File: src/sv/dmt_pkg.sv
// Shared types and constants for the display mode table.
`timescale 1ns / 1ps

package dmt_pkg;

  // Opcodes.
  localparam logic [1:0] OP_INSERT  = 2'd0;
  localparam logic [1:0] OP_LOOKUP  = 2'd1;
  localparam logic [1:0] OP_NEAREST = 2'd2;
  localparam logic [1:0] OP_CLEAR   = 2'd3;

  // Result status codes.
  localparam logic [2:0] ST_DONE      = 3'd0;
  localparam logic [2:0] ST_FILTERED  = 3'd1;
  localparam logic [2:0] ST_TOO_LARGE = 3'd2;
  localparam logic [2:0] ST_HEIGHT    = 3'd3;
  localparam logic [2:0] ST_DUPLICATE = 3'd4;
  localparam logic [2:0] ST_FULL      = 3'd5;

  // Configuration register indexes.
  localparam logic [1:0] CFG_DEPTH_FILTER = 2'd0;
  localparam logic [1:0] CFG_MAX_WIDTH    = 2'd1;
  localparam logic [1:0] CFG_MAX_HEIGHT   = 2'd2;

  // Heights must be a multiple of 8.
  localparam logic [2:0] HEIGHT_ALIGN_MASK = 3'd7;

  localparam logic [5:0]  DEPTH_FILTER_RST = 6'd0;
  localparam logic [15:0] MAX_WIDTH_RST    = 16'hFFFF;
  localparam logic [15:0] MAX_HEIGHT_RST   = 16'hFFFF;

  typedef struct packed {
    logic [1:0]  opcode;
    logic [15:0] in_width;
    logic [15:0] in_height;
    logic [5:0]  in_depth;
  } in_item_t;

  typedef struct packed {
    logic [2:0]  status;
    logic        found;
    logic [15:0] out_width;
    logic [15:0] out_height;
  } out_item_t;

  typedef struct packed {
    logic [15:0] w;
    logic [15:0] h;
    logic [5:0]  d;
  } mode_entry_t;

  // Controller to datapath.
  typedef struct packed {
    logic start;
    logic rd_en;
    logic load;
  } dmt_cmd_t;

  // Datapath to controller.
  typedef struct packed {
    logic scan_end;
    logic pipe_busy;
    logic out_free;
  } dmt_sts_t;

endpackage

File: src/sv/display_mode_table_nearest_match.sv
// Top level of the display mode table with exact lookup and nearest search.
`timescale 1ns / 1ps

// Keeps up to TABLE_DEPTH display modes in insertion order and serves one
// operation per input beat: insert, exact lookup, nearest search or clear.
// Each beat runs a scan that reads one stored entry per cycle from the
// entry memory, plus the read, square and compare stages, before the result
// register is loaded. A clear, or any operation on an empty table, skips the
// scan. One beat is in flight at a time; the next is accepted while a
// result still waits in the output register. Configuration writes must be
// made only while idle; the block itself does not enforce this.

module display_mode_table_nearest_match
  import dmt_pkg::*;
#(
  parameter int TABLE_DEPTH = 64
) (
  input  logic        clk,
  input  logic        rst_n,
  input  logic        in_valid,
  output logic        in_stall,
  input  in_item_t    in_data,
  output logic        out_valid,
  input  logic        out_stall,
  output out_item_t   out_data,
  input  logic        cfg_we,
  input  logic [1:0]  cfg_index,
  input  logic [15:0] cfg_wdata
);

  dmt_cmd_t cmd;
  dmt_sts_t sts;

  dmt_ctrl u_ctrl (
    .clk      (clk),
    .rst_n    (rst_n),
    .in_valid (in_valid),
    .in_stall (in_stall),
    .sts      (sts),
    .cmd      (cmd)
  );

  dmt_dp #(
    .TABLE_DEPTH (TABLE_DEPTH)
  ) u_dp (
    .clk       (clk),
    .rst_n     (rst_n),
    .in_data   (in_data),
    .cfg_we    (cfg_we),
    .cfg_index (cfg_index),
    .cfg_wdata (cfg_wdata),
    .cmd       (cmd),
    .sts       (sts),
    .out_stall (out_stall),
    .out_valid (out_valid),
    .out_data  (out_data)
  );

endmodule

File: src/sv/dmt_ctrl.sv
// Controller state machine for the display mode table.
`timescale 1ns / 1ps

module dmt_ctrl
  import dmt_pkg::*;
(
  input  logic     clk,
  input  logic     rst_n,
  input  logic     in_valid,
  output logic     in_stall,
  input  dmt_sts_t sts,
  output dmt_cmd_t cmd
);

  localparam logic [1:0] S_IDLE  = 2'd0;
  localparam logic [1:0] S_SCAN  = 2'd1;
  localparam logic [1:0] S_DRAIN = 2'd2;
  localparam logic [1:0] S_FIN   = 2'd3;

  logic [1:0] state_r;
  logic [1:0] state_nxt;

  always_comb begin
    state_nxt = state_r;
    cmd       = '0;
    unique case (state_r)
      S_IDLE: begin
        if (in_valid) begin
          cmd.start = 1'b1;
          state_nxt = S_SCAN;
        end
      end
      S_SCAN: begin
        if (sts.scan_end) begin
          state_nxt = S_DRAIN;
        end else begin
          cmd.rd_en = 1'b1;
        end
      end
      S_DRAIN: begin
        if (!sts.pipe_busy) begin
          state_nxt = S_FIN;
        end
      end
      S_FIN: begin
        if (sts.out_free) begin
          cmd.load  = 1'b1;
          state_nxt = S_IDLE;
        end
      end
      default: begin
        state_nxt = S_IDLE;
      end
    endcase
  end

  assign in_stall = (state_r != S_IDLE);

  always_ff @(posedge clk) begin
    if (!rst_n) begin
      state_r <= S_IDLE;
    end else begin
      state_r <= state_nxt;
    end
  end

endmodule

File: src/sv/dmt_dp.sv
// Datapath for the display mode table: entry memory, scan pipeline and result register.
`timescale 1ns / 1ps

module dmt_dp
  import dmt_pkg::*;
#(
  parameter int TABLE_DEPTH = 64
) (
  input  logic      clk,
  input  logic      rst_n,
  input  in_item_t  in_data,
  input  logic      cfg_we,
  input  logic [1:0] cfg_index,
  input  logic [15:0] cfg_wdata,
  input  dmt_cmd_t  cmd,
  output dmt_sts_t  sts,
  input  logic      out_stall,
  output logic      out_valid,
  output out_item_t out_data
);

  localparam int CNT_W = $clog2(TABLE_DEPTH + 1);
  localparam int IDX_W = (TABLE_DEPTH > 1) ? $clog2(TABLE_DEPTH) : 1;

  // Configuration registers.
  logic [5:0]  depth_filter_r;
  logic [15:0] max_width_r;
  logic [15:0] max_height_r;

  always_ff @(posedge clk) begin
    if (!rst_n) begin
      depth_filter_r <= DEPTH_FILTER_RST;
      max_width_r    <= MAX_WIDTH_RST;
      max_height_r   <= MAX_HEIGHT_RST;
    end else if (cfg_we) begin
      unique case (cfg_index)
        CFG_DEPTH_FILTER: depth_filter_r <= cfg_wdata[5:0];
        CFG_MAX_WIDTH:    max_width_r    <= cfg_wdata;
        CFG_MAX_HEIGHT:   max_height_r   <= cfg_wdata;
        default: ;
      endcase
    end
  end

  // Current item.
  in_item_t item_r;

  always_ff @(posedge clk) begin
    if (cmd.start) begin
      item_r <= in_data;
    end
  end

  // Entry memory with registered read.
  mode_entry_t mem [TABLE_DEPTH];
  mode_entry_t rd_q_r;
  logic [CNT_W-1:0] addr_r;
  logic [CNT_W-1:0] count_r;
  logic [CNT_W-1:0] count_nxt;
  logic             mem_we;
  mode_entry_t      wr_entry;

  assign wr_entry = '{w: item_r.in_width, h: item_r.in_height, d: item_r.in_depth};

  always_ff @(posedge clk) begin
    if (mem_we) begin
      mem[count_r[IDX_W-1:0]] <= wr_entry;
    end
    if (cmd.rd_en) begin
      rd_q_r <= mem[addr_r[IDX_W-1:0]];
    end
  end

  always_ff @(posedge clk) begin
    if (cmd.start) begin
      addr_r <= '0;
    end else if (cmd.rd_en) begin
      addr_r <= addr_r + CNT_W'(1);
    end
  end

  assign sts.scan_end = (addr_r == count_r) || (item_r.opcode == OP_CLEAR);

  // Stage 2: distance terms and match flags.
  logic        v1_r;
  logic        v2_r;
  logic [15:0] dw;
  logic [15:0] dh;
  logic [31:0] sqw_r;
  logic [31:0] sqh_r;
  logic        dm2_r;
  logic        hit2_r;
  logic [15:0] w2_r;
  logic [15:0] h2_r;

  assign dw = (rd_q_r.w >= item_r.in_width)  ? rd_q_r.w - item_r.in_width
                                              : item_r.in_width - rd_q_r.w;
  assign dh = (rd_q_r.h >= item_r.in_height) ? rd_q_r.h - item_r.in_height
                                              : item_r.in_height - rd_q_r.h;

  always_ff @(posedge clk) begin
    sqw_r  <= 32'(dw) * 32'(dw);
    sqh_r  <= 32'(dh) * 32'(dh);
    dm2_r  <= (rd_q_r.d == item_r.in_depth);
    hit2_r <= (rd_q_r.d == item_r.in_depth) && (rd_q_r.w == item_r.in_width) &&
              (rd_q_r.h == item_r.in_height);
    w2_r   <= rd_q_r.w;
    h2_r   <= rd_q_r.h;
  end

  always_ff @(posedge clk) begin
    if (!rst_n) begin
      v1_r <= 1'b0;
      v2_r <= 1'b0;
    end else begin
      v1_r <= cmd.rd_en;
      v2_r <= v1_r;
    end
  end

  assign sts.pipe_busy = v1_r | v2_r;

  // Stage 3: running best and exact hit. A strict compare keeps the earliest entry on ties.
  logic [32:0] score;
  logic [32:0] best_r;
  logic        have_r;
  logic        hit_r;
  logic [15:0] bw_r;
  logic [15:0] bh_r;

  assign score = {1'b0, sqw_r} + {1'b0, sqh_r};

  always_ff @(posedge clk) begin
    if (cmd.start) begin
      have_r <= 1'b0;
      hit_r  <= 1'b0;
    end else if (v2_r) begin
      if (hit2_r) begin
        hit_r <= 1'b1;
      end
      if (dm2_r && (!have_r || score < best_r)) begin
        have_r <= 1'b1;
        best_r <= score;
        bw_r   <= w2_r;
        bh_r   <= h2_r;
      end
    end
  end

  // Result.
  logic [2:0] ins_status;
  out_item_t  res;

  always_comb begin
    priority if (depth_filter_r != '0 && item_r.in_depth != depth_filter_r) begin
      ins_status = ST_FILTERED;
    end else if (item_r.in_width > max_width_r || item_r.in_height > max_height_r) begin
      ins_status = ST_TOO_LARGE;
    end else if ((item_r.in_height[2:0] & HEIGHT_ALIGN_MASK) != '0) begin
      ins_status = ST_HEIGHT;
    end else if (hit_r) begin
      ins_status = ST_DUPLICATE;
    end else if (count_r >= CNT_W'(TABLE_DEPTH)) begin
      ins_status = ST_FULL;
    end else begin
      ins_status = ST_DONE;
    end
  end

  always_comb begin
    res.status     = ST_DONE;
    res.found      = 1'b0;
    res.out_width  = item_r.in_width;
    res.out_height = item_r.in_height;
    count_nxt      = count_r;
    mem_we         = 1'b0;
    unique case (item_r.opcode)
      OP_INSERT: begin
        res.status = ins_status;
        if (cmd.load && ins_status == ST_DONE) begin
          mem_we    = 1'b1;
          count_nxt = count_r + CNT_W'(1);
        end
      end
      OP_LOOKUP: begin
        res.found = hit_r;
      end
      OP_NEAREST: begin
        res.found = have_r;
        if (have_r) begin
          res.out_width  = bw_r;
          res.out_height = bh_r;
        end
      end
      OP_CLEAR: begin
        if (cmd.load) begin
          count_nxt = '0;
        end
      end
      default: ;
    endcase
  end

  always_ff @(posedge clk) begin
    if (!rst_n) begin
      count_r <= '0;
    end else begin
      count_r <= count_nxt;
    end
  end

  // Output register.
  logic      out_valid_r;
  out_item_t out_data_r;

  assign sts.out_free = !out_valid_r || !out_stall;

  always_ff @(posedge clk) begin
    if (!rst_n) begin
      out_valid_r <= 1'b0;
    end else if (cmd.load) begin
      out_valid_r <= 1'b1;
    end else if (!out_stall) begin
      out_valid_r <= 1'b0;
    end
  end

  always_ff @(posedge clk) begin
    if (cmd.load) begin
      out_data_r <= res;
    end
  end

  assign out_valid = out_valid_r;
  assign out_data  = out_data_r;

endmodule

File: config.mk
export PLATFORM = sky130hd
export DESIGN_NAME = display_mode_table_nearest_match
export DESIGN_NICKNAME = d
export VERILOG_FILES = /design/src/sv/dmt_pkg.sv /design/src/sv/display_mode_table_nearest_match.sv /design/src/sv/dmt_ctrl.sv /design/src/sv/dmt_dp.sv
export SDC_FILE = /design/constraint.sdc
export NUM_CORES = 2
export LEC_CHECK = 0
export BUFFER_PORTS_ARGS = -buffer_cell sky130_fd_sc_hd__clkbuf_2
export CORE_MARGIN = 10
export CORE_UTILIZATION = 40
export CTS_BUF_LIST = sky130_fd_sc_hd__clkbuf_4 sky130_fd_sc_hd__clkbuf_8
export CTS_CLUSTER_SIZE = 8
export DETAILED_ROUTE_END_ITERATION = 12
export GPL_TIMING_DRIVEN = 0
export PLACE_DENSITY_LB_ADDON = 0.2
export SETUP_SLACK_MARGIN = 0.4
export SYNTH_ARGS = -nofsm -noshare
export SYNTH_HDL_FRONTEND = slang
export SYNTH_SLANG_ARGS = --single-unit
File: constraint.sdc
create_clock -name clk -period 11.52 [get_ports clk]
set_input_delay 0.576 -clock clk [delete_from_list [all_inputs] [get_ports clk]]
set_output_delay 0.576 -clock clk [all_outputs]
set_load 0.01 [all_outputs]
==> impl_metrics.csv <==
group,metric,value,unit
sta,max_slew.worst_pin.slew,1.551,ns
synth,synth-main-ff-cell,"edfxtp_1",
cells_and_area,multiInputGateArea,38110,um2
critical_path,critPathRequiredTime,12.33,ns
placed_design,placed_area,132700,um2
synth,synth-async-reset-ratio,0,
synth,netlist_top_cells_area,"edfxtp_1 (64%), mux4_2 (15%), fa_1 (5.4%)",
critical_path,critPathSlowestCell,"fa_1",
critical_path,cp_max_fo,29,
critical_path,path_common_cell,"fa_1",
cells_and_area,fillers,25660,
drt,drt-total-wl,345.4,mm
synth,avgSynthCellArea,18.72,um2
clocking,cts_tree,"done",
synth,yosysTopAreaCellShare,0.6413,
run_status,status,"finished, violations left",
sta,final_max_slew_viol_count,11,
critical_path,max_stage_delay,0.58,ns
drt,vias,64990,
floorplanning,dieArea,328100,um2
clocking,clock-root-buffer,"clkbuf_8",
clocking,clock-sinks,2766,
run_status,violations,"capacitance limit, slew limit",
clocking,cts_made_buffers,439,
placed_design,place_congestion,0.8421,
sta,period_minus_slack,10.64,ns
drt,postRouteAntennaNets,0,
sta,min_period_over_period,0.9233,
synth,synth.distinct_cells,80,
floorplanning,fp.dieH,572.8,um
clocking,htree_levels,5,
sta,clock.fmax,94.01,MHz
placed_design,io_buffer_count,100,
drt,wl_met1,142.7,mm
clocking,clock_latency,1.06,ns
placed_design,hpwl,239.5,mm
cells_and_area,seqCellArea,81510,um2
global_route,grt_pass1_vias,67630,
cells_and_area,final_cell_mix,"edfxtp_1 (2611), mux4_2 (798), inv_1 (600)",
critical_path,worstSetupEndpointType,"flop",
synth,synth_fp_nets,7284,
drt,drt_pass1_iterations,6,
clocking,cts_buffer_depth,4,
drt,route.met3.wl,24.65,mm
job,maxCapViolCount,2,
global_route,grt_start_max_net_pins,45,
drt,wire_per_inst,29.43,um
floorplanning,start_util,0.4027,
global_route,grt_pass1_wl,492.8,mm
sta,hold_viol,0,
critical_path,worstSetupPathType,"reg -> reg",
drt,routed.top_layer,"met5",
drt,first_iter_violations,6903,
cells_and_area,nets,8085,
critical_path,worstPathArrival,11.45,ns
sta,rsz0062_at_grt,"no",
synth,ys_warn_count,0,
synth,ys_seq_area_frac,0.6667,
cells_and_area,layout_commonest_cell,"edfxtp_1",
synth,synthesis.area,122300,um2
synth,synth_edf_count,2611,
floorplanning,num_rows,202,
hold_path,hp-class,"in -> reg",
sta,max_slew_margin,-0.03379,
global_route,grt_usage,0.2058,
floorplanning,pin_count,101,
synth,synth_top_area_cell,"edfxtp_1",
floorplanning,core,303500,um2
cells_and_area,drive_above_1_share,0.2607,
drt,viasPerCell,5.538,
sta,setup_violations,0,
cells_and_area,area_delta_synth_final,16.22,%
sta,clock_skew,0.1267,ns
global_route,antenna_found_initial,39,
clocking,clkTransAtPathRegs,0.07,ns
drt,drc_errors,0,
synth,synth_cells,6529,
synth,synth-seq-cells,2766,
critical_path,critPathLaunchType,"flop",
global_route,grt_overflow_total,0,
drt,wl_met2,168.2,mm
cells_and_area,stdcell_area,142100,um2
floorplanning,die_w,572.8,um
flip-flops by register name, summed over array words and instances (netlist names), 2 cells and up:
name,count
u_dp.mem,2432
u_dp.item_r,40
u_dp.rd_q_r,38
u_dp.out_data,36
u_dp.best_r,33
u_dp.sqh_r,31
u_dp.sqw_r,31
u_dp.bh_r,16
u_dp.bw_r,16
u_dp.h2_r,16
u_dp.max_height_r,16
u_dp.max_width_r,16
u_dp.w2_r,16
u_dp.addr_r,7
u_dp.count_r,7
u_dp.depth_filter_r,6
u_ctrl.state_r,2
per-layer routing:
| layer | track usage | vias to the layer above |
|---|---|---|
| met5 | 0 | - |
| met4 | 0.05559 | 6 |
| met3 | 0.03342 | 487 |
| met2 | 0.3399 | 2520 |
| met1 | 0.2846 | 34890 |
| li1 | - | 27090 |
worst paths after layout:
check / from / endpoint / slack (ns) / cells after the start
min reg2reg: u_dp.w2_r[13]$_DFF_P_ / u_dp.bw_r[13]$_DFFE_PP_ / 0.40 / 0
max reg2reg: u_dp.item_r[33]$_DFFE_PP_ / u_dp.sqw_r[31]$_DFF_P_ / 0.88 / 33
min: rst_n / u_dp.count_r[2]$_SDFFE_PN0P_ / 0.08 / 3
max: u_dp.item_r[33]$_DFFE_PP_ / u_dp.sqw_r[31]$_DFF_P_ / 0.88 / 33
worst max-delay path, delay by kind of cell (launching register included):
kind	cells	cell delay, ns
adder cells (fa/ha/maj)	8	3.78
XOR/XNOR	2	0.74
AO/OA/AOI/OAI	8	2.15
buffers and inverters	10	1.87
flip-flops	1	0.36
AND/OR/NAND/NOR	5	1.47
final cells by class:
cell class,count,share of cell area
plain buffers,261,0.007353
flip-flops and latches,2766,0.5737
multi-input cells,2895,0.2682
inverters,607,0.01606
repair buffers,360,0.03934
well taps,4080,0.03593
clock buffers,655,0.05460
diodes,5,0.00008807
clock inverters,106,0.004720
Yosys cell counts, types with 8 or more instances:
| master | n |
|---|---|
| or2_2 | 11 |
| nand3b_1 | 8 |
| o211ai_1 | 40 |
| a31oi_1 | 13 |
| buf_2 | 12 |
| dfxtp_1 | 155 |
| a21o_1 | 79 |
| xor2_1 | 57 |
| ha_1 | 364 |
| xnor2_1 | 83 |
| nand3_1 | 43 |
| nor2b_1 | 20 |
| or3_1 | 12 |
| fa_1 | 328 |
| nor3_1 | 31 |
| o21a_1 | 30 |
| and3_1 | 23 |
| nand2_1 | 219 |
| mux4_2 | 798 |
| nand2b_1 | 25 |
| nor2_1 | 274 |
| o21ai_0 | 73 |
| mux2_2 | 39 |
| o31ai_1 | 10 |
| o21bai_1 | 15 |
| a21oi_1 | 126 |
| inv_1 | 601 |
| and4_1 | 9 |
| mux2i_1 | 20 |
| nand4_1 | 25 |
| edfxtp_1 | 2611 |
| a211oi_1 | 17 |
| and2_1 | 15 |
| clkbuf_1 | 172 |
| buf_1 | 74 |
repair_timing:
| action | CTS | global route |
|---|---|---|
| pin swaps | 1 | 0 |
| gates resized for setup | 8 | 36 |
| hold endpoints to repair | 63 | 0 |
| cloned | 0 | 0 |
| buffers inserted | 4 | 17 |
| setup endpoints to repair | 13 | 16 |
| hold buffers | 52 | 0 |
per-stage QoR:
stage	cells	hold WS [ns]	setup TNS, ns	setup slack, ns	util
floorplan	6529	0.3546	0	2.184	-
CTS	11710	0.01623	0	0.4187	0.4669
detailed placement	10890	0.3887	0	0.05649	0.4372
finish	11740	0.07727	0	0.8832	0.4681
global route	11730	0.03411	0	0.4234	0.4680
global placement	10710	0.3856	-92.02	-1.218	0.4212
cells by family after synthesis:
family	count (synthesis)	synth area share
xor gates and xnor gates	144	0.01066
DFF	2766	0.6667
muxes	858	0.1524
adders and majority gates	692	0.09097
and+or+nand+nor	739	0.02761
buffers and inverters	868	0.02690
AOI/OAI and AO/OA	462	0.02477
Power is left out: the tool's default activity adds up to more than one toggle a clock period on the data nets, which glitch-free logic cannot reach.
